**config.mk**
```make
export PLATFORM = sky130hd
export DESIGN_NAME = gpf_div_cell
export DESIGN_NICKNAME = d
export VERILOG_FILES = /design/src/hdl/gpf_div_cell.sv
export SDC_FILE = /design/constraint.sdc
export NUM_CORES = 1
export LEC_CHECK = 0
export ABC_CLOCK_PERIOD_IN_PS = 3400
export BUFFER_PORTS_ARGS = -buffer_cell sky130_fd_sc_hd__buf_2
export CELL_PAD_IN_SITES_DETAIL_PLACEMENT = 2
export CELL_PAD_IN_SITES_GLOBAL_PLACEMENT = 2
export CORE_ASPECT_RATIO = 1.5
export CORE_UTILIZATION = 28
export CTS_CLUSTER_SIZE = 30
export DETAILED_ROUTE_END_ITERATION = 7
export MAX_ROUTING_LAYER = met4
export PLACE_DENSITY_LB_ADDON = 0.1
export SKIP_LAST_GASP = 1
export SLEW_MARGIN = 20
export SYNTH_ARGS = -nofsm -noshare
export SYNTH_HDL_FRONTEND = slang
export SYNTH_SLANG_ARGS = --single-unit
```
**constraint.sdc**
```tcl
create_clock -name clk -period 3.4 [get_ports clk]
set_input_delay 0.85 -clock clk [delete_from_list [all_inputs] [get_ports clk]]
set_output_delay 0.85 -clock clk [all_outputs]
set_load 0.01 [all_outputs]
```
**src/hdl/gpf_div_cell.sv**
```systemverilog
// One restoring division step: shift in a numerator bit, subtract if it fits.
module gpf_div_cell #(
  parameter int RW = 64,
  parameter int QW = 88,
  parameter int SW = 8
) (
  input  logic          clk,
  input  logic          rst,
  input  logic          en,
  input  logic          valid_in,
  input  logic [RW-1:0] rem_in,
  input  logic [QW-1:0] quo_in,
  input  logic [RW-1:0] div_in,
  input  logic [SW-1:0] side_in,
  output logic          valid_out,
  output logic [RW-1:0] rem_out,
  output logic [QW-1:0] quo_out,
  output logic [RW-1:0] div_out,
  output logic [SW-1:0] side_out
);

  logic [RW:0]   trial;
  logic [RW:0]   diff;
  logic          take;
  logic [RW-1:0] rem_next;
  logic [QW-1:0] quo_next;

  always_comb begin
    trial    = {rem_in, quo_in[QW-1]};
    diff     = trial - {1'b0, div_in};
    take     = (trial >= {1'b0, div_in});
    rem_next = take ? diff[RW-1:0] : trial[RW-1:0];
    quo_next = {quo_in[QW-2:0], take};
  end

  always_ff @(posedge clk) begin
    if (rst) begin
      valid_out <= 1'b0;
    end else if (en) begin
      valid_out <= valid_in;
    end
  end

  always_ff @(posedge clk) begin
    if (en) begin
      rem_out  <= rem_next;
      quo_out  <= quo_next;
      div_out  <= div_in;
      side_out <= side_in;
    end
  end

endmodule

```
# After elaboration in Yosys (flattened, before gate mapping)
# Cells that the tools add are included.
word_totals:
  elab_cells: 8
  inputBits: 228
  out_inout_bits: 225
  reg_bits: 225
op_classes:
  magnitude_cmp: 1
  n_addsub: 1
  mux: 1
ops:
  columns: ["cell", "count"]
  rows:
  - ["$ge 65x64->1", 1]
  - ["$mux 64", 1]
  - ["$sub 64x64->64", 1]

# Depth between registers and ports, before layout
# Gate-level depths: netlist of run 1.
logic_depth:
  depth_word: 2
  mapped_depth: 16
  depth_no_buf: 13

# Worst setup path before layout of run 1
# No wires, ideal clock.
synth_timing:
  path_type: "input -> register"
  from: "in div_in[32]"
  to: "reg rem_out[63] (data pin)"
  n_path_buf: 1
  setup_time_ps: 262
  t_arrival_ps: 3300
  path_stages: 11
  slack_ps: -162
  cell_sequence: "inv_1 ha_1 buf_2 nand4_1 or3_1 a311o_1 o41ai_4 a41oi_2 o211ai_2 xor2_1 mux2_1"
synth_between:
  elab_chain_cells: 2
synth_lines:
  columns: ["item", "line", "rtl"]
  rows:
  - ["start, declared", "13", "input logic [RW-1:0] div_in,"]
  - ["$sub 64x64->64 / $ge 65x64->1 (equally long branches)", "30, 31", null]
  - ["$mux 64 (*)", "32", "rem_next = take ? diff[RW-1:0] : trial[RW-1:0];"]
  - ["named net rem_next[63]", "25", "logic [RW-1:0] rem_next;"]
  - ["end signal, assigned", "46", "rem_out <= rem_next;"]
  - ["end, declared", "16", "output logic [RW-1:0] rem_out,"]
# Mark *: on every way through the listed nets, which the timed path passes. The rest lies on a longest branch.
# A chain may end at the register's enable or synchronous reset.

# Final worst setup path of run 1
layout_timing:
  from: "in div_in[44]"
  to: "reg rem_out[3] (data pin)"
layout_between:
  elab_chain_cells: 2
layout_lines:
  columns: ["item", "line", "rtl"]
  rows:
  - ["$ge 65x64->1", "31", "take = (trial >= {1'b0, div_in});"]
  - ["$mux 64", "32", null]
  - ["named net rem_next[3]", "25", null]
# The timed path passes the listed nets, and every way through them passes these cells.

==> run_results.csv, run 1 <==
group,metric,value,unit
sta,fin_crit_sh,99.2,%
power_and_ir_drop,combPwrFrac,27.5,%
setup_path,worstSetupEndpointType,"flip-flop",
worst_hold_path,min_path_type,"input pin to flip-flop",
clocking,clkTransAtPathRegs,60,ps
setup_path,path_common_cell,"nand4_1",
setup_path,cpPeakStageDelay,560,ps
grt,grt_pass1_vias,11900,
drt,wl,45300,um
sta,worst_hold_slack,468,ps
floorplan,fp-row-count,91,
setup_path,critPathMaxFanout,20,
logic_synthesis,synth_fp_nets,1272,
sta,setup_viol,0,
grt,overflow,0,
sta,period_minus_slack,3370,ps
setup_path,crit_required,3690,ps
clocking,cts_buffers,25,
logic_synthesis,syn_area,11600,um2
finish,final_cell_mix,"buf_2 (450), buf_4 (254), edfxtp_1 (224)",
drt,vias,10500,
power_and_ir_drop,peakVddDrop,350,uV
finish,final_nets,1981,
logic_synthesis,synth-seq-cells,225,
sta,slew_headroom,54.0,%
finish,n_fill_cell,4391,
place,place_congestion,0.820,
sta,slew_viol_final,0,
power_and_ir_drop,switching_share,28.9,%
floorplan,initial_core_util,28.3,%
drt,first_iter_violations,327,
drt,avgViaCountPerCell,4.74,
grt,antenna_found_initial,9,
sta,rsz0062_at_grt,"true",
sta,setup_tns,0,ps
logic_synthesis,synthCells,979,
place,dpl.hpwl,37500,um
power_and_ir_drop,power_density,476,nW/um2
floorplan,coreArea,41000,um2
clocking,tritoncts,"built",
drt,drc,0,
power_and_ir_drop,p_int,6000,uW
floorplan,fp.dieH,251,um
logic_synthesis,yosysSeqAreaShare,58.1,%
logic_synthesis,post_synth_num_cell_types,67,
run,cap_viol_max_count,0,
finish,drive_above_1_share,50.9,%
sta,finClkSkew,0,ps
status,outcome,"finished clean",
place,io_buffers,452,
logic_synthesis,syn_avg_cell_area,11.9,um2
sta,setup_ws,27.8,ps
logic_synthesis,synth-edff-count,224,
clocking,clkLatencyLatePin,530,ps
setup_path,start_kind,"input pin",
grt,grt_usage,21.2,%
setup_path,worstSetupPathType,"input pin to flip-flop",
logic_synthesis,ys.flop_type,"edfxtp_1",
setup_path,cp_top_family,"simple AND/OR/NAND/NOR gates",
sta,hold_viol_final,0,
sta,max_freq,297,MHz
setup_path,critical-path-slowest-cell,"or4_4",
grt,grt_first_pass_wirelength,66500,um
logic_synthesis,async_reset_ff_share,0,%
clocking,cts_num_sinks,225,
setup_path,arrival,3670,ps
drt,wl_per_cell,20.4,um
power_and_ir_drop,clock_power_share,31.4,%
power_and_ir_drop,p_sw,2440,uW
clocking,cts_hold_buf,0,
power_and_ir_drop,p_leak,0.00809,uW
power_and_ir_drop,pwr-share-seq,41.1,%
floorplan,io_pins,453,
finish,instances_no_fill,2222,
setup_path,crit_chain,"buf_2 > inv_1 > ha_4 > nand4_1 > nor3_2 > nand4_1 > or4_4 > nor4_4 > a2111o_1 > a21o_4 > buf_12 > buf_4 > o21ai_0 > o21a_1",
floorplan,dieArea,42300,um2
sta,tightestPinTransition,691,ps
place,pre_cts_ws,-737,ps
grt,grt_max_degree,79,
place,place_inst,2163,
clocking,max-clock-path-buffers,3,
drt,ant_nets,0,
floorplan,fp.dieW,168,um
logic_synthesis,synth_warnings,0,
finish,mostFrequentLayoutCell,"buf_2",
drt,dr.pass1.iters,4,
setup_path,crit_buf_inv,4,
finish,syn_to_final_growth,52.9,%
clocking,h-tree-depth,1,
clocking,cts_root_buffer,"clkbuf_16",
finish,postLayoutCoreUtil,43.3,%
==> cells by family after synthesis <==
family	after synthesis	synth area share [%]
AO/OA/AOI/OAI	278	15.6
flip-flops	225	58.1
AND/OR/NAND/NOR	224	9.13
buffers and inverters	113	4.17
adder cells (fa/ha/maj)	65	7.07
XOR/XNOR	57	4.30
multiplexers	17	1.63
==> flip-flops by register name, indices dropped and copies added (netlist names) <==
signal and cells:
div_out 64, rem_out 64, quo_out 88, valid_out 1, side_out 8
==> area by class of cell <==
class                      instances  area [um2]  share of cell area (%)
clock buffer                      31         648                    3.65
clock inverter                    12         128                   0.719
inverter                          79         297                    1.67
timing repair buffer             716        4370                    24.6
multi-input combinational        641        4910                    27.6
antenna                            7        17.5                  0.0987
tap                              511         639                    3.60
sequential                       225        6750                    38.0
==> layer usage <==
| metal | vias to the layer above | GRT usage [%] | share of wire (%) |
|---|---|---|---|
| met1 | 5113 | 18.6 | 33 |
| met3 | 70 | 4.09 | 5.8 |
| li1 | 5030 | - | - |
| met4 | 0 | 8.42 | 3.4 |
| met5 | - | - | 0 |
| met2 | 330 | 43.1 | 58 |
==> worst reg2reg max path, cell delays in order (launching register included) <==
cell and delay [ps]:
dfxtp_1 310, mux2i_1 120, nor2_1 50
==> path summary, 6_finish.rpt <==
check | start | endpoint | slack [ps] | depth (start not counted)
max | div_in[44] | rem_out[3] | 30 | 14
min | rst | valid_out | 470 | 2
max reg2reg | valid_out | valid_out | 2820 | 2
min reg2reg | valid_out | valid_out | 500 | 2
==> synth_stat cells, drive strengths merged (4+ instances only) <==
cell,n,area share [%]
mux2,15,1.5
and3,5,0.27
inv,79,2.6
nand3,11,0.47
clkbuf,14,0.45
o21a,12,0.78
xor2,20,1.5
a31oi,5,0.32
o21bai,11,0.71
nand4,15,0.81
xnor2,37,2.8
nor2b,5,0.27
a21o,37,2.4
o21ai,46,2.0
a211oi,6,0.39
ha,64,6.9
a21boi,4,0.26
nand2,60,1.9
buf,20,1.2
and2,5,0.27
nor3,9,0.43
o31ai,6,0.47
edfxtp,224,58
or3,7,0.38
o211ai,6,0.47
a21oi,123,5.7
nor2,87,3.0
==> metrics by stage <==
stage	total power, uW	cell area [um2]
after floorplan	4570	11800
after global placement	5720	16500
after detailed placement	5790	16500
after CTS	8520	17400
after global routing	8840	17800
final	8440	17800
==> what timing repair did <==
action | in CTS | in global routing
buffers inserted | 3 | 8
endpoints found under the setup margin | 22 | 39
pin swaps | 5 | 19
gates resized for setup | 17 | 49
==> power by group through the flow <==
stage,logic (uW),registers [uW],clock network [uW]
after global placement,2200,3520,0
final,2320,3470,2650
after detailed placement,2260,3530,0
after floorplan,881,3690,0
after CTS,2300,3480,2740
after global routing,2510,3500,2830
Note: power is estimated with default switching activity, not from simulation.
==> run 2, diff against run 1 <==
--- a/config.mk
+++ b/config.mk
@@ -10,13 +10,12 @@
 export CELL_PAD_IN_SITES_DETAIL_PLACEMENT = 2
 export CELL_PAD_IN_SITES_GLOBAL_PLACEMENT = 2
 export CORE_ASPECT_RATIO = 1.5
-export CORE_UTILIZATION = 28
+export CORE_UTILIZATION = 25
 export CTS_CLUSTER_SIZE = 30
 export DETAILED_ROUTE_END_ITERATION = 7
 export MAX_ROUTING_LAYER = met4
 export PLACE_DENSITY_LB_ADDON = 0.1
 export SKIP_LAST_GASP = 1
-export SLEW_MARGIN = 20
 export SYNTH_ARGS = -nofsm -noshare
 export SYNTH_HDL_FRONTEND = slang
 export SYNTH_SLANG_ARGS = --single-unit
==> run_results.csv, run 2 (synthesis results as in run 1) <==
group,metric,value,unit
sta,tightestPinTransition,514,ps
drt,first_iter_violations,255,
finish,final_cell_mix,"buf_2 (451), buf_4 (260), edfxtp_1 (224)",
finish,instances_no_fill,2303,
setup_path,crit_chain,"buf_2 > ha_1 > nor2b_1 > o31a_2 > o21ai_2 > o31ai_4 > buf_4 > a31oi_2 > buf_4 > o41ai_4 > a41oi_2 > a21boi_2 > or3_1 > a31o_2",
setup_path,path_common_cell,"buf_4",
finish,multi_input_area,4740,um2
finish,final_nets,1984,
finish,n_fill_cell,5118,
sta,rsz0062_at_grt,"true",
floorplan,dieArea,47300,um2
floorplan,coreArea,45800,um2
setup_path,arrival,3660,ps
grt,grt_first_pass_wirelength,69600,um
floorplan,io_pins,453,
drt,wl_per_cell,20.8,um
clocking,cts_buffers,25,
grt,grt_usage,20.2,%
drt,avgViaCountPerCell,4.57,
status,outcome,"finished clean",
sta,setup_tns,0,ps
place,place_inst,2252,
clocking,clkLatencyLatePin,540,ps
setup_path,cpPeakStageDelay,340,ps
setup_path,worstSetupEndpointType,"flip-flop",
floorplan,fp.dieH,266,um
clocking,tritoncts,"built",
grt,antenna_found_initial,11,
run,cap_viol_max_count,0,
setup_path,start_kind,"input pin",
finish,largest_reg_flops,88,
clocking,max-clock-path-buffers,3,
grt,overflow,0,
place,dpl.hpwl,39900,um
place,place_congestion,0.819,
place,pre_cts_ws,-885,ps
clocking,clkTransAtPathRegs,70,ps
floorplan,fp-row-count,96,
place,io_buffers,452,
setup_path,critPathMaxFanout,3,
clocking,h-tree-depth,1,
sta,max_freq,299,MHz
floorplan,fp.dieW,178,um
sta,worst_hold_slack,453,ps
drt,wl,47800,um
sta,finClkSkew,0,ps
setup_path,crit_required,3710,ps
sta,period_minus_slack,3340,ps
sta,hold_viol_final,0,
drt,ant_nets,0,
power_and_ir_drop,p_leak,0.00810,uW
drt,dr.pass1.iters,4,
power_and_ir_drop,peakVddDrop,359,uV
sta,fin_crit_sh,98.3,%
drt,drc,0,
grt,grt_max_degree,75,
worst_hold_path,min_path_type,"input pin to flip-flop",
clocking,cts_root_buffer,"clkbuf_16",
power_and_ir_drop,power_density,490,nW/um2
setup_path,critical-path-slowest-cell,"o31a_2",
power_and_ir_drop,finalPower,8700,uW
clocking,cts_num_sinks,225,
finish,largest-register,"quo_out",
sta,setup_ws,58.1,ps
setup_path,worstSetupPathType,"input pin to flip-flop",
sta,setup_viol,0,
finish,reg_top3,"quo_out (88), div_out (64), rem_out (64)",
finish,drive_above_1_share,49.8,%
finish,mostFrequentLayoutCell,"buf_2",
clocking,cts_setup_buffers,0,
clocking,cts_hold_buf,0,
floorplan,initial_core_util,25.4,%
drt,vias,10500,
sta,slew_viol_final,0,
finish,register_area,6750,um2
finish,syn_to_final_growth,52.9,%
sta,slew_headroom,65.4,%
grt,grt_pass1_vias,11800,
==> run 2: cell types whose count changed in the layout (fill, tap and decap cells not counted), moves of 3 or more <==
cell	delta
a21oi_1	+5
o21ai_2	+3
a21oi_2	-4
buf_4	+6
bufinv_16	+3
ha_4	-8
ha_1	+8
==> run 2: repair_timing <==
action                                  CTS  global route
gates resized for setup                  12            25
pin swaps                                 0             7
endpoints found under the setup margin   43            42
==> run 2: through the flow <==
stage	area (um2)	util (%)
2_1_floorplan	11800	-
3_3_place_gp	16700	36.5
3_5_place_dp	16700	36.5
4_1_cts	17600	38.5
5_1_grt	17800	38.8
6_report	17800	38.8
==> run 2: path summary, 6_finish.rpt <==
path              from           to  slack (ps)  depth (start not counted)
max          rem_in[0]  rem_out[59]          60                         14
min                rst    valid_out         450                          2
max reg2reg  valid_out    valid_out        2820                          2
min reg2reg  valid_out    valid_out         510                          2
==> run 2: layer usage <==
metal,wire length [um],up-vias,GRT usage [%],share of wire (%)
li1,-,5029,-,-
met1,16000,5087,18.5,33
met2,27600,339,40.9,58
met3,3040,62,3.65,6.3
met4,1220,0,5.73,2.5
met5,0,-,-,0
==> run 2: cell type report <==
class                   count  area share [%]
repair buffers            719            24.6
well taps                 588            4.14
flip-flops and latches    225            38.0
multi-input cells         641            26.7
clock inverters            15            1.20
inverters                  79            1.67
clock buffers              30            3.63
diodes                      6          0.0845
==> run 2: worst max-delay path: cells and delay by family <==
family	cells	cell delay, ps
AO/OA/AOI/OAI	8	1560
AND/OR/NAND/NOR	2	470
buffers and inverters	3	430
adder cells (fa/ha/maj)	1	320
==> run 2: report_power, final <==
group          switching [uW]  total (uW)  internal [uW]
Clock                    1190        2930           1740
Sequential               80.2        3480           3400
Combinational            1220        2290           1080
Total                    2490        8700           6210
