**config.mk**
```make
export PLATFORM = sky130hd
export DESIGN_NAME = gpf_sqrt_cell
export DESIGN_NICKNAME = d
export VERILOG_FILES = /design/src/hdl/gpf_sqrt_cell.sv
export SDC_FILE = /design/constraint.sdc
export NUM_CORES = 1
export LEC_CHECK = 0
export BUFFER_PORTS_ARGS = -buffer_cell sky130_fd_sc_hd__buf_4
export CAP_MARGIN = 30
export CORE_ASPECT_RATIO = 0.9
export CORE_MARGIN = 2
export CORE_UTILIZATION = 35
export DETAILED_ROUTE_END_ITERATION = 8
export GPL_TIMING_DRIVEN = 0
export PLACE_DENSITY = 0.65
export SLEW_MARGIN = 20
export SYNTH_ARGS = -nofsm -noshare
export SYNTH_HDL_FRONTEND = slang
export SYNTH_SLANG_ARGS = --single-unit
```
**constraint.sdc**
```tcl
create_clock -name clk -period 3.8 [get_ports clk]
set_clock_uncertainty 0.2 [all_clocks]
set_input_delay 0.76 -clock clk [delete_from_list [all_inputs] [get_ports clk]]
set_output_delay 0.76 -clock clk [all_outputs]
set_load 0.02 [all_outputs]
```
**src/hdl/gpf_sqrt_cell.sv**
```systemverilog
// One digit of a bit-serial square root: bring down two radicand bits, try root*4+1.
module gpf_sqrt_cell #(
  parameter int RW    = 51,
  parameter int ROOTW = 49,
  parameter int VW    = 98,
  parameter int SW    = 8
) (
  input  logic             clk,
  input  logic             rst,
  input  logic             en,
  input  logic             valid_in,
  input  logic [RW-1:0]    rem_in,
  input  logic [ROOTW-1:0] root_in,
  input  logic [VW-1:0]    val_in,
  input  logic [SW-1:0]    side_in,
  output logic             valid_out,
  output logic [RW-1:0]    rem_out,
  output logic [ROOTW-1:0] root_out,
  output logic [VW-1:0]    val_out,
  output logic [SW-1:0]    side_out
);

  logic [RW+1:0]    cur;
  logic [RW+1:0]    trial;
  logic [RW+1:0]    diff;
  logic             take;
  logic [RW-1:0]    rem_next;
  logic [ROOTW-1:0] root_next;

  always_comb begin
    cur       = {rem_in, val_in[VW-1 -: 2]};
    trial     = {{(RW-ROOTW){1'b0}}, root_in, 2'b01};
    diff      = cur - trial;
    take      = (cur >= trial);
    rem_next  = take ? diff[RW-1:0] : cur[RW-1:0];
    root_next = {root_in[ROOTW-2:0], take};
  end

  always_ff @(posedge clk) begin
    if (rst) begin
      valid_out <= 1'b0;
    end else if (en) begin
      valid_out <= valid_in;
    end
  end

  always_ff @(posedge clk) begin
    if (en) begin
      rem_out  <= rem_next;
      root_out <= root_next;
      val_out  <= {val_in[VW-3:0], 2'b00};
      side_out <= side_in;
    end
  end

endmodule

```
# == Yosys cells after proc, flatten, opt, wreduce, memory -nomap -nowiden ==
# Index checks and enable logic that the tools add are counted.
# classes
n_lt_le_gt_ge,1
n_addsub,1
n_mux,1
# op_table
op,count
>= comparator 53 x 51 -> 1 bit,1
2-to-1 mux 51 bit,1
subtractor 51 bit,1
# word_totals
wordCells,8
input_bits,210
register_bits,205
out_inout_bits,207

# == Longest topological paths before layout ==
# Gate-level depths: netlist of the first run.
# depth
depth_word,2
mapped_depth,13
depth_no_buf,12

# == Worst setup path after synthesis of the first run ==
# No wires, ideal clock.
# synth_timing
path_kind,input to register
start,in root_in[5]
end,"reg rem_out[10], data pin"
path_buffers,1
setup_ps,260
required_time_ps,3340
setup_slack_ps,11
t_arrival_ps,3329
cell_stages,13
path_cell_list,inv_1 ha_1 and4_1 and3_1 a32oi_1 a21o_1 a311o_2 a311oi_4 o31a_4 nor2_8 inv_8 buf_12 mux2_4
# synth_between
elab_chain_len,2
elab_cells_between_ends,3
classes_between,add/sub: 1; order compare: 1; mux: 1
# synth_lines
element,line_no,rtl
"start, declared",13,"input logic [ROOTW-1:0] root_in,"
subtractor 51 bit / >= comparator 53 x 51 -> 1 bit (equally long branches),"33, 34",
2-to-1 mux 51 bit *,35,rem_next = take ? diff[RW-1:0] : cur[RW-1:0];
net rem_next[10],27,logic [RW-1:0] rem_next;
"end signal, assigned",49,rem_out <= rem_next;
"end, declared",17,"output logic [RW-1:0] rem_out,"
# The timed path passes the listed nets; every way through them passes the cells marked *.
# A chain may end at the register's enable or synchronous reset.

# == Worst setup path in the final report of the first run ==
# layout_timing
start,in rem_in[1]
end,"reg rem_out[46], data pin"
# layout_between
elab_chain_len,2
elab_cells_between_ends,3
classes_between,add/sub: 1; order compare: 1; mux: 1
# layout_lines
element,line_no,rtl
"start, declared",12,"input logic [RW-1:0] rem_in,"
subtractor 51 bit / >= comparator 53 x 51 -> 1 bit (equally long branches),"33, 34",
2-to-1 mux 51 bit *,35,
net rem_next[46],27,
# Marked as above.

==> results of run 1 <==
==> per-stage QoR <==
stage,util [%],area [µm²],worst slack (ps)
global route,51.0,14700,-7.59
global placement,47.7,13700,-1140
detailed placement,47.9,13800,-745
floorplan,-,10100,11.0
finish,51.1,14700,17.8
CTS,50.9,14600,70.8
==> power by group <==
part	internal [W]	switching, W
registers	0.00276	0.0000606
logic	0.000744	0.000895
clock network	0.00143	0.000958
==> layout by cell type (no fill, tap or decap), types with 11 or more instances in the layout <==
cell,instances
buf_4,420
edfxtp_1,204
inv_1,71
a21oi_1,68
ha_1,49
nand2_1,48
nor2_1,27
mux2_4,27
a21o_1,25
o21ai_0,24
clkbuf_16,24
nand3_1,23
xnor2_1,21
nor3_1,19
clkbuf_1,17
o21bai_1,16
xor2_1,15
nand4_1,12
o31ai_1,11
==> logic make-up after synthesis <==
kind of cell / share of synthesized area, %
simple gates: 7.81
buf+inv: 4.20
xor+xnor: 3.12
fa+ha+maj: 6.30
compound gates: 12.8
other cells: 0.0371
flops: 60.7
mux: 4.97
==> how the worst min path moves through the flow <==
stage,slack (ps),startpoint,end
final,190,val_in[5],val_out[7]
after global routing,170,val_in[17],val_out[19]
after CTS,160,val_in[5],val_out[7]
after detailed placement,320,valid_out,valid_out
after global placement,280,valid_out,valid_out
after floorplan,380,valid_out,valid_out
==> area by class of cell <==
| class | count | area share, % |
|---|---|---|
| Antenna cell | 1 | 0.0171 |
| Buffer | 22 | 1.03 |
| Clock buffer | 27 | 4.17 |
| Clock inverter | 17 | 1.36 |
| Inverter | 72 | 1.89 |
| Multi-Input combinational cell | 480 | 24.5 |
| Sequential cell | 205 | 41.9 |
| Tap cell | 366 | 3.12 |
| Timing Repair Buffer | 422 | 22.0 |
==> per-layer routing <==
metal  GRT usage, %  routed length [µm]
met5              0                  13
met1           24.4               13000
met4           5.93                 939
met3           6.10                2710
met2           34.1               15800
==> registers in the layout, summed over array words and instances (netlist names) <==
signal / cells
val_out: 96
rem_out: 51
root_out: 49
side_out: 8
valid_out: 1
==> timing repair <==
action	CTS	global route
resized for setup	3	9
pin swaps	3	7
setup buffers	3	3
endpoints found under the setup margin	38	37
==> results by group, run 1 <==
Outcome
  • Run status: finished, final reports clean

Die
  • Starting density of the core: a little over a third
  • Die area: 30300 µm²
  • FP Rows: 59
  • Width of the die: roughly 180 µm
  • # IOs: between 400 and 500
  • Core Area: between 20000 and 30000 µm²
  • Die Ht: approximately 170 µm

Pwr
  • Post-layout total power: approximately 0.0069 W
  • Leak Pwr: 6.49 nW
  • VDD IR-drop max: about 310 µV
  • Pwr/cell area: between 400 and 500 nW/µm²

Timing
  • Final Cycle Share: ~100%
  • Fmax achieved: 264 MHz
  • WHS: roughly 190 ps
  • Tmin final: about 3800 ps
  • Worst slew pin tran: ~680 ps
  • Final Hold Viols: 0
  • Final setup violating endpoints: 0
  • Final slew viol count: 0
  • Worst slew margin: a little over half
  • Post-Route Setup TNS: 0 ps

Synthesis
  • Synth area leaders: edfxtp_1 61%, ha_1 6.3%, mux2_4 4.0%
  • Most used flip-flop cell after synthesis: edfxtp_1
  • Mapped Area: 10100 µm²
  • Synth unique cells: 63
  • Share of the synthesized area in the top cell type: 60.5%
  • Post-synthesis register bit count: approximately 210
  • Most frequent cells after synthesis: 204 x edfxtp_1, 71 x inv_1, 68 x a21oi_1
  • Sequential share of the synthesized area: around three fifths
  • Post-synthesis area per instance: approximately 13 µm²
  • Largest area contributor in the netlist: edfxtp_1
  • Post-synth EDFFs: slightly above 200
  • Gate Count Post-Synth: 778
  • YS warnings: 0
  • Post-synth ARST share: 0%
  • Top-count cell post-synth: edfxtp_1

Final layout
  • Synth-to-Final Area Change: 44.9%
  • Final net count: 1488
  • Number of fill cells: around 2.5k
  • Final cell count without fillers: 1612
  • Area occupied by multi-input gates: around 3600 µm²
  • Share of layout cells above drive strength 1: 41.4%
  • Reg area: 6150 µm²

Critical path
  • Worst-path fanout max: 4
  • CP required: 3900 ps
  • Worst Setup SP: rem_in[1]
  • Worst path depth: 12
  • Setup crit start kind: input port
  • Max stage delay on crit path: approximately 530 ps
  • Worst-path cell chain: buf_4 > ha_1 > o21ai_1 > a21oi_1 > o2111ai_1 > a211oi_2 > buf_4 > o21a_1 > o211ai_1 > a21o_1 > a21oi_1 > o41ai_1
  • Worst r2r dst: valid_out
  • Worst setup EP type: flop
  • Data arrival, critical path: 3890 ps
  • Crit path buf inv count: 2
  • Setup CP Type: in -> reg
  • Reg2reg setup slack: about 3000 ps
  • Reg2Reg Depth: 2
  • Top delay family on crit path: compound AO/OA/AOI/OAI gates
  • Reg2Reg Launch Point: valid_out
  • Slowest cell on crit path: o2111ai_1
  • Worst setup path endpoint: rem_out[46]

CTS
  • CTS tree: yes
  • CTS max path bufs: 3
  • Root buffer cell: clkbuf_16
  • Clk sink count: 205
  • Clk Latency, worst-skew pair: approximately 520 ps
  • Hold Buf Count CTS: 0
  • Clk slew on worst S/H paths: approximately 70 ps
  • H-tree Lvls: 1
  • TritonCTS Buffers: 24

Global route
  • GRT overflow: 0
  • Global-route wire length before repair: roughly 45000 µm
  • Vias in the first global route: between 7k and 8k
  • Antenna violations before repair: 2
  • GRT Overall Usage: 20.0%
  • Largest net degree at the start of global routing: a little over 100

Place
  • Port Buffer Count: 414
  • HPWL after DPL: around 25000 µm
  • Cells after DPL: 1561
  • Placer congestion estimate: ~0.8

Flow run
  • Max Cap Viol: 0

Min path
  • Min-delay worst type: in -> reg
  • Hold depth: 1

Route
  • Routed WL: roughly 32000 µm
  • # DRC: 0
  • Via count: about 8k
  • Routed vias/inst: slightly below 5
  • Wire length per cell: ~20 µm
  • Final ANT Viol Nets: 0
  • Detailed Routing Iterations Pass 1: 7
  • Iteration-0 DRC count of the detailed router: between 400 and 500
(Power assumes the default switching activity.)
==> run 2, diff against run 1 <==
==> constraint.sdc (replaced) <==
create_clock -name clk -period 3.3 [get_ports clk]
set_clock_uncertainty 0.2 [all_clocks]
set_input_delay 0.66 -clock clk [delete_from_list [all_inputs] [get_ports clk]]
set_output_delay 0.66 -clock clk [all_outputs]
set_load 0.02 [all_outputs]
==> results by group, run 2 (synthesis results as in run 1) <==
Pwr
  • Leak Pwr: about 6.7 nW
  • Pwr/cell area: roughly 520 nW/µm²
  • VDD IR-drop max: between 300 and 400 µV

Route
  • Via count: around 8.1k
  • Wire length per cell: 20.6 µm
  • Final ANT Viol Nets: 0
  • Detailed Routing Iterations Pass 1: 5
  • Iteration-0 DRC count of the detailed router: 568
  • Routed vias/inst: ~5.0
  • Routed WL: between 30000 and 40000 µm
  • # DRC: 0

Place
  • HPWL after DPL: roughly 25000 µm
  • Port Buffer Count: 414
  • DP Worst Slack: -1030 ps
  • Placer congestion estimate: between 0.8 and 0.9
  • Placement Cell Area: 14000 µm²
  • Cells after DPL: between 1.5k and 2k

Die
  • Core Area: approximately 29000 µm²
  • Width of the die: between 150 and 200 µm
  • Die Ht: around 170 µm
  • # IOs: approximately 420
  • Die area: 30300 µm²
  • Starting density of the core: a little over a third
  • FP Rows: 59

Critical path
  • Worst setup EP type: flop
  • Worst-path fanout max: 7
  • Max stage delay on crit path: roughly 410 ps
  • Slowest cell on crit path: o31a_4
  • Data arrival, critical path: between 3000 and 4000 ps
  • Setup CP Type: in -> reg
  • CP required: 3380 ps
  • Worst-path cell chain: buf_6 > inv_2 > ha_4 > a21oi_1 > o21ai_1 > a32oi_2 > a21o_1 > a311o_2 > a311oi_4 > o31a_4 > nor2_8 > clkinv_8 > clkbuf_16 > mux2_4
  • Setup crit start kind: input port

CTS
  • Clk slew on worst S/H paths: around 60 ps
  • H-tree Lvls: 1
  • CTS tree: yes
  • Hold Buf Count CTS: 0
  • TritonCTS Buffers: 24
  • CTS max path bufs: 3
  • Clk sink count: about 200
  • Clk Latency, worst-skew pair: 530 ps
  • Root buffer cell: clkbuf_16

Final layout
  • Biggest register: val_out
  • Most common cell after layout, fill and taps aside: buf_4
  • Synth-to-Final Area Change: 50.7%
  • Final net count: between 1.5k and 2k
  • Util after Layout: 53.1%
  • Post-route cell area: 15300 µm²
  • Number of flip-flops in the largest register: 96
  • Most frequent cells in the layout: 433 x buf_4, 204 x edfxtp_1, 62 x a21oi_1
  • Final cell count without fillers: 1625
  • Number of fill cells: ~2.5k
  • Largest regs: val_out: 96 flops, rem_out: 51 flops, root_out: 49 flops
  • Share of layout cells above drive strength 1: between 40% and 50%

Global route
  • Global-route wire length before repair: ~47000 µm
  • GRT Overall Usage: between 20% and 30%
  • GRT overflow: 0
  • Vias in the first global route: 7842
  • Antenna violations before repair: 2
  • Largest net degree at the start of global routing: about 100

Timing
  • Tmin final: 3220 ps
  • RSZ-0062 raised after global routing: true
  • Setup ws final: between 70 and 80 ps
  • Fmax achieved: ~310 MHz
  • Final slew viol count: 0
  • Worst slew margin: around 60%
  • Final setup violating endpoints: 0
  • Final Cycle Share: a little over nine tenths
  • WHS: 80.4 ps
  • Worst slew pin tran: 584 ps
  • Final Hold Viols: 0

Flow run
  • Max Cap Viol: 0

Min path
  • Min-delay worst type: in -> reg

Outcome
  • Run status: finished, final reports clean
## run 2: cell count changes in the layout (fill, tap and decap cells not counted), sizes merged
cell | previous run | this run
clkbuf | 42 | 34
clkinv | 10 | 11
buf | 429 | 453
inv | 73 | 71
bufinv | 4 | 2
## run 2: area by class of cell
| class | instances | area, µm² | area share (%) |
|---|---|---|---|
| well taps | 366 | 458 | 3.00 |
| clock inverters | 14 | 135 | 0.886 |
| diodes | 1 | 2.50 | 0.0164 |
| clock buffers | 30 | 623 | 4.09 |
| plain buffers | 10 | 108 | 0.706 |
| inverters | 72 | 300 | 1.97 |
| flip-flops and latches | 205 | 6150 | 40.3 |
| multi-input cells | 480 | 3970 | 26.0 |
| repair buffers | 447 | 3510 | 23.0 |
## run 2: per-layer routing
layer  vias to the layer above  global-route usage [%]  share of wire (%)
li1                       3853                       -                  -
met1                      3915                    25.1                 40
met2                       305                    35.9                 49
met3                        56                    5.90                8.0
met4                         4                    5.89                3.0
met5                         -                       0              0.069
## run 2: path summary, 6_finish.rpt
kind / start / endpoint / slack (ps) / cells past startpoint
worst min-delay path: rst / valid_out / 80 / 2
worst min register to register: valid_out / valid_out / 330 / 2
worst max register to register: valid_out / valid_out / 2500 / 2
worst max-delay path: root_in[4] / rem_out[15] / 80 / 14
## run 2: power by group
part / total [W] / internal [W] / switching (W)
logic: 0.00205 / 0.000957 / 0.00109
registers: 0.00325 / 0.00318 / 0.0000700
clock network: 0.00259 / 0.00150 / 0.00109
## run 2: timing repair
item	4_1_cts	5_1_grt
endpoints found under the hold margin	0	0
gates resized for setup	42	33
setup endpoints to repair	52	48
buffers inserted	25	4
gates cloned	2	1
pin swaps	18	14
## run 2: worst max-delay path, delay by kind of cell
kind	cells	cell delay, ps
adder cells (fa/ha/maj)	1	200
buffers and inverters	4	440
multiplexers	1	290
AND/OR/NAND/NOR	1	170
AO/OA/AOI/OAI	7	1520
## run 2: per-stage QoR
stage	total power, W	setup TNS (ps)
after floorplan	0.00435	-6370
after global placement	0.00521	-45730
after detailed placement	0.00523	-42570
after CTS	0.00792	-103
after global routing	0.00821	-33.2
final	0.00789	0
==> run 3, diff against run 2 <==
--- a/config.mk
+++ b/config.mk
@@ -5,6 +5,7 @@
 export SDC_FILE = /design/constraint.sdc
 export NUM_CORES = 1
 export LEC_CHECK = 0
+export ABC_AREA = 1
 export BUFFER_PORTS_ARGS = -buffer_cell sky130_fd_sc_hd__buf_4
 export CAP_MARGIN = 30
 export CORE_ASPECT_RATIO = 0.9
@@ -12,7 +13,7 @@
 export CORE_UTILIZATION = 35
 export DETAILED_ROUTE_END_ITERATION = 8
 export GPL_TIMING_DRIVEN = 0
-export PLACE_DENSITY = 0.65
+export PLACE_DENSITY = 0.63
 export SLEW_MARGIN = 20
 export SYNTH_ARGS = -nofsm -noshare
 export SYNTH_HDL_FRONTEND = slang
==> constraint.sdc (replaced) <==
create_clock -name clk -period 2.89 [get_ports clk]
set_clock_uncertainty 0.2 [all_clocks]
set_input_delay 0.578 -clock clk [delete_from_list [all_inputs] [get_ports clk]]
set_output_delay 0.578 -clock clk [all_outputs]
set_load 0.02 [all_outputs]
==> results by group, run 3 <==
Synthesis
  • Post-synthesis area per instance: between 8 and 9 µm²
  • YS warnings: 0
  • Synth unique cells: 37
  • Gate Count Post-Synth: approximately 1.4k
  • Post-synth ARST share: 0%
  • Mapped Area: between 10000 and 15000 µm²
  • Post-synthesis register bit count: about 210
  • Area share of fa/ha/maj cells after synthesis: approximately 5.5%
  • Largest family of logic cells by synthesized area: simple AND/OR/NAND/NOR gates
  • Proportion of synthesized area in mux cells: less than 1%
  • Top-count cell post-synth: nand2_1
  • Share of the synthesized area in the top cell type: between 50% and 60%
  • Synth area leaders: edfxtp_1 52%, nand2_1 16%, inv_1 9.6%
  • Post-Synth Simple-Gate Area: between 20% and 30%
  • Most frequent cells after synthesis: 488 x nand2_1, 299 x inv_1, 204 x edfxtp_1
  • Most used flip-flop cell after synthesis: edfxtp_1
  • Largest area contributor in the netlist: edfxtp_1
  • Post-synth EDFFs: 204
  • Synth Area in Compound Gates: ~3.2%
  • Synth Area in XOR/XNOR: about 2.1%
  • Sequential share of the synthesized area: roughly 53%

Timing
  • Final Cycle Share: 95.0%
  • Final Hold Viols: 0
  • Setup ws final: approximately 140 ps
  • Final slew viol count: 0
  • WHS: approximately 24 ps
  • Worst slew pin tran: about 550 ps
  • Worst slew margin: 63.1%
  • Final setup violating endpoints: 0
  • RSZ-0062 raised after global routing: false
  • Fmax achieved: between 300 and 400 MHz
  • Tmin final: 2750 ps

Pwr
  • Leak Pwr: ~8.8 nW
  • VDD IR-drop max: about 380 µV
  • Pwr/cell area: 517 nW/µm²
  • Post-layout total power: between 0.009 and 0.01 W

Critical path
  • Setup CP Type: in -> reg
  • Data arrival, critical path: roughly 2800 ps
  • Worst-path cell chain: buf_4 > inv_1 > ha_1 > nand2_2 > inv_2 > nand2_1 > nand2_1 > nand2_1 > nand2_1 > nand2_1 > nand2_1 > a21oi_4 > nand3_4 > buf_4 > nand3_1 > nand2_1
  • Max stage delay on crit path: around 300 ps
  • Slowest cell on crit path: ha_1
  • Worst-path fanout max: 10
  • Setup crit start kind: input port
  • Top delay family on crit path: simple AND/OR/NAND/NOR gates
  • Worst setup EP type: flop
  • Crit-path most repeated cell: nand2_1
  • CP required: between 2000 and 3000 ps
  • Crit path buf inv count: 4

Die
  • Core Area: 32900 µm²
  • Die Ht: 177 µm
  • FP Rows: between 60 and 70
  • Starting density of the core: ~36%
  • # IOs: about 420
  • Width of the die: 196 µm
  • Die area: approximately 35000 µm²

Global route
  • Global-route wire length before repair: ~64000 µm
  • Antenna violations before repair: 2
  • Largest net degree at the start of global routing: 104
  • GRT Overall Usage: roughly 24%
  • GRT overflow: 0
  • Vias in the first global route: approximately 11k

Final layout
  • Largest regs: val_out: 96 flops, rem_out: 51 flops, root_out: 49 flops
  • Reg area: a little over 6000 µm²
  • Most frequent cells in the layout: 488 x nand2_1, 422 x buf_4, 299 x inv_1
  • Final net count: between 2k and 2.5k
  • Biggest register: val_out
  • Synth-to-Final Area Change: 49.3%
  • Most common cell after layout, fill and taps aside: nand2_1
  • Number of fill cells: about 3k
  • Antenna fix cells: 0
  • Final cell count without fillers: 2389
  • Area occupied by multi-input gates: 4270 µm²
  • Share of layout cells above drive strength 1: 25.7%
  • Number of flip-flops in the largest register: 96

CTS
  • H-tree Lvls: 1
  • Clk slew on worst S/H paths: about 60 ps
  • TritonCTS Buffers: 23
  • Clk Latency, worst-skew pair: about 530 ps
  • CTS max path bufs: 3
  • CTS tree: yes
  • Clk sink count: a little over 200
  • Root buffer cell: clkbuf_16

Place
  • Placer congestion estimate: 0.892
  • HPWL after DPL: around 35000 µm
  • Port Buffer Count: between 400 and 500
  • Cells after DPL: about 2.2k
  • DP Worst Slack: -637 ps

Route
  • Iteration-0 DRC count of the detailed router: 710
  • # DRC: 0
  • Wire length per cell: approximately 18 µm
  • Detailed Routing Iterations Pass 1: 5
  • Via count: around 11k
  • Final ANT Viol Nets: 0
  • Routed vias/inst: 4.60
  • Routed WL: about 44000 µm

Min path
  • Min-delay worst type: in -> reg

Outcome
  • Run status: finished, final reports clean

Flow run
  • Max Cap Viol: 0
-- run 3: changes by cell type in the layout (fill, tap and decap cells not counted), sizes merged, moves of 21 or more --
cell         delta
a21o           -25
a21oi          -35
buf            -21
dlygate4sd3   +128
inv           +241
mux2           -33
nand2         +444
nand3          +30
nand4          +22
nor2           +54
-- run 3: final timing paths --
path              slack [ps]        start  cells past startpoint           to
setup / recovery         140  root_in[21]                     16  rem_out[43]
hold / removal            20   val_in[39]                      1  val_out[41]
setup reg to reg        2070    valid_out                      2    valid_out
hold reg to reg          360    valid_out                      2    valid_out
-- run 3: layer usage --
metal  vias up  track usage (%)  wire, µm
met5         -                0        30
met4         4             4.61       801
met3        50             6.38      3610
met2       370             41.7     20600
met1      5085             31.4     18700
li1       5477                -         -
-- run 3: per-stage QoR --
stage	area (µm²)	util, %	setup TNS (ps)
6_report	17400	53.0	0
5_1_grt	17400	53.0	0
4_1_cts	17300	52.7	0
3_5_place_dp	15400	46.8	-22990
3_3_place_gp	15300	46.6	-76410
2_1_floorplan	11700	-	0
-- run 3: worst register-to-register path: stages, from the launching register on --
cell,delay (ps)
dfxtp_1,320
mux2i_1,130
nor2_1,70
-- run 3: cells by family after synthesis --
group / Yosys count
buffers and inverters: 328
AND/OR/NAND/NOR: 696
other: 1
XOR/XNOR: 28
flip-flops: 205
AO/OA/AOI/OAI: 69
multiplexers: 1
adder cells (fa/ha/maj): 51
-- run 3: what timing repair did --
action	CTS	global route
endpoints found under the setup margin	2	49
endpoints found under the hold margin	125	3
setup buffers	0	6
gates resized for setup	1	5
hold buffers	125	3
pin swaps	0	1
-- run 3: final cells by class --
cell class | count | area share, %
Buffer | 15 | 0.603
Clock buffer | 28 | 3.41
Clock inverter | 10 | 0.639
Inverter | 312 | 6.72
Multi-Input combinational cell | 847 | 24.5
Sequential cell | 205 | 35.3
Tap cell | 422 | 3.03
Timing Repair Buffer | 550 | 25.9
-- run 3: where the power goes --
group	total, W	internal [W]	switching (W)
combinational	0.00247	0.00102	0.00145
clock	0.00283	0.00164	0.00120
sequential	0.00371	0.00363	0.0000829
total	0.00902	0.00628	0.00274
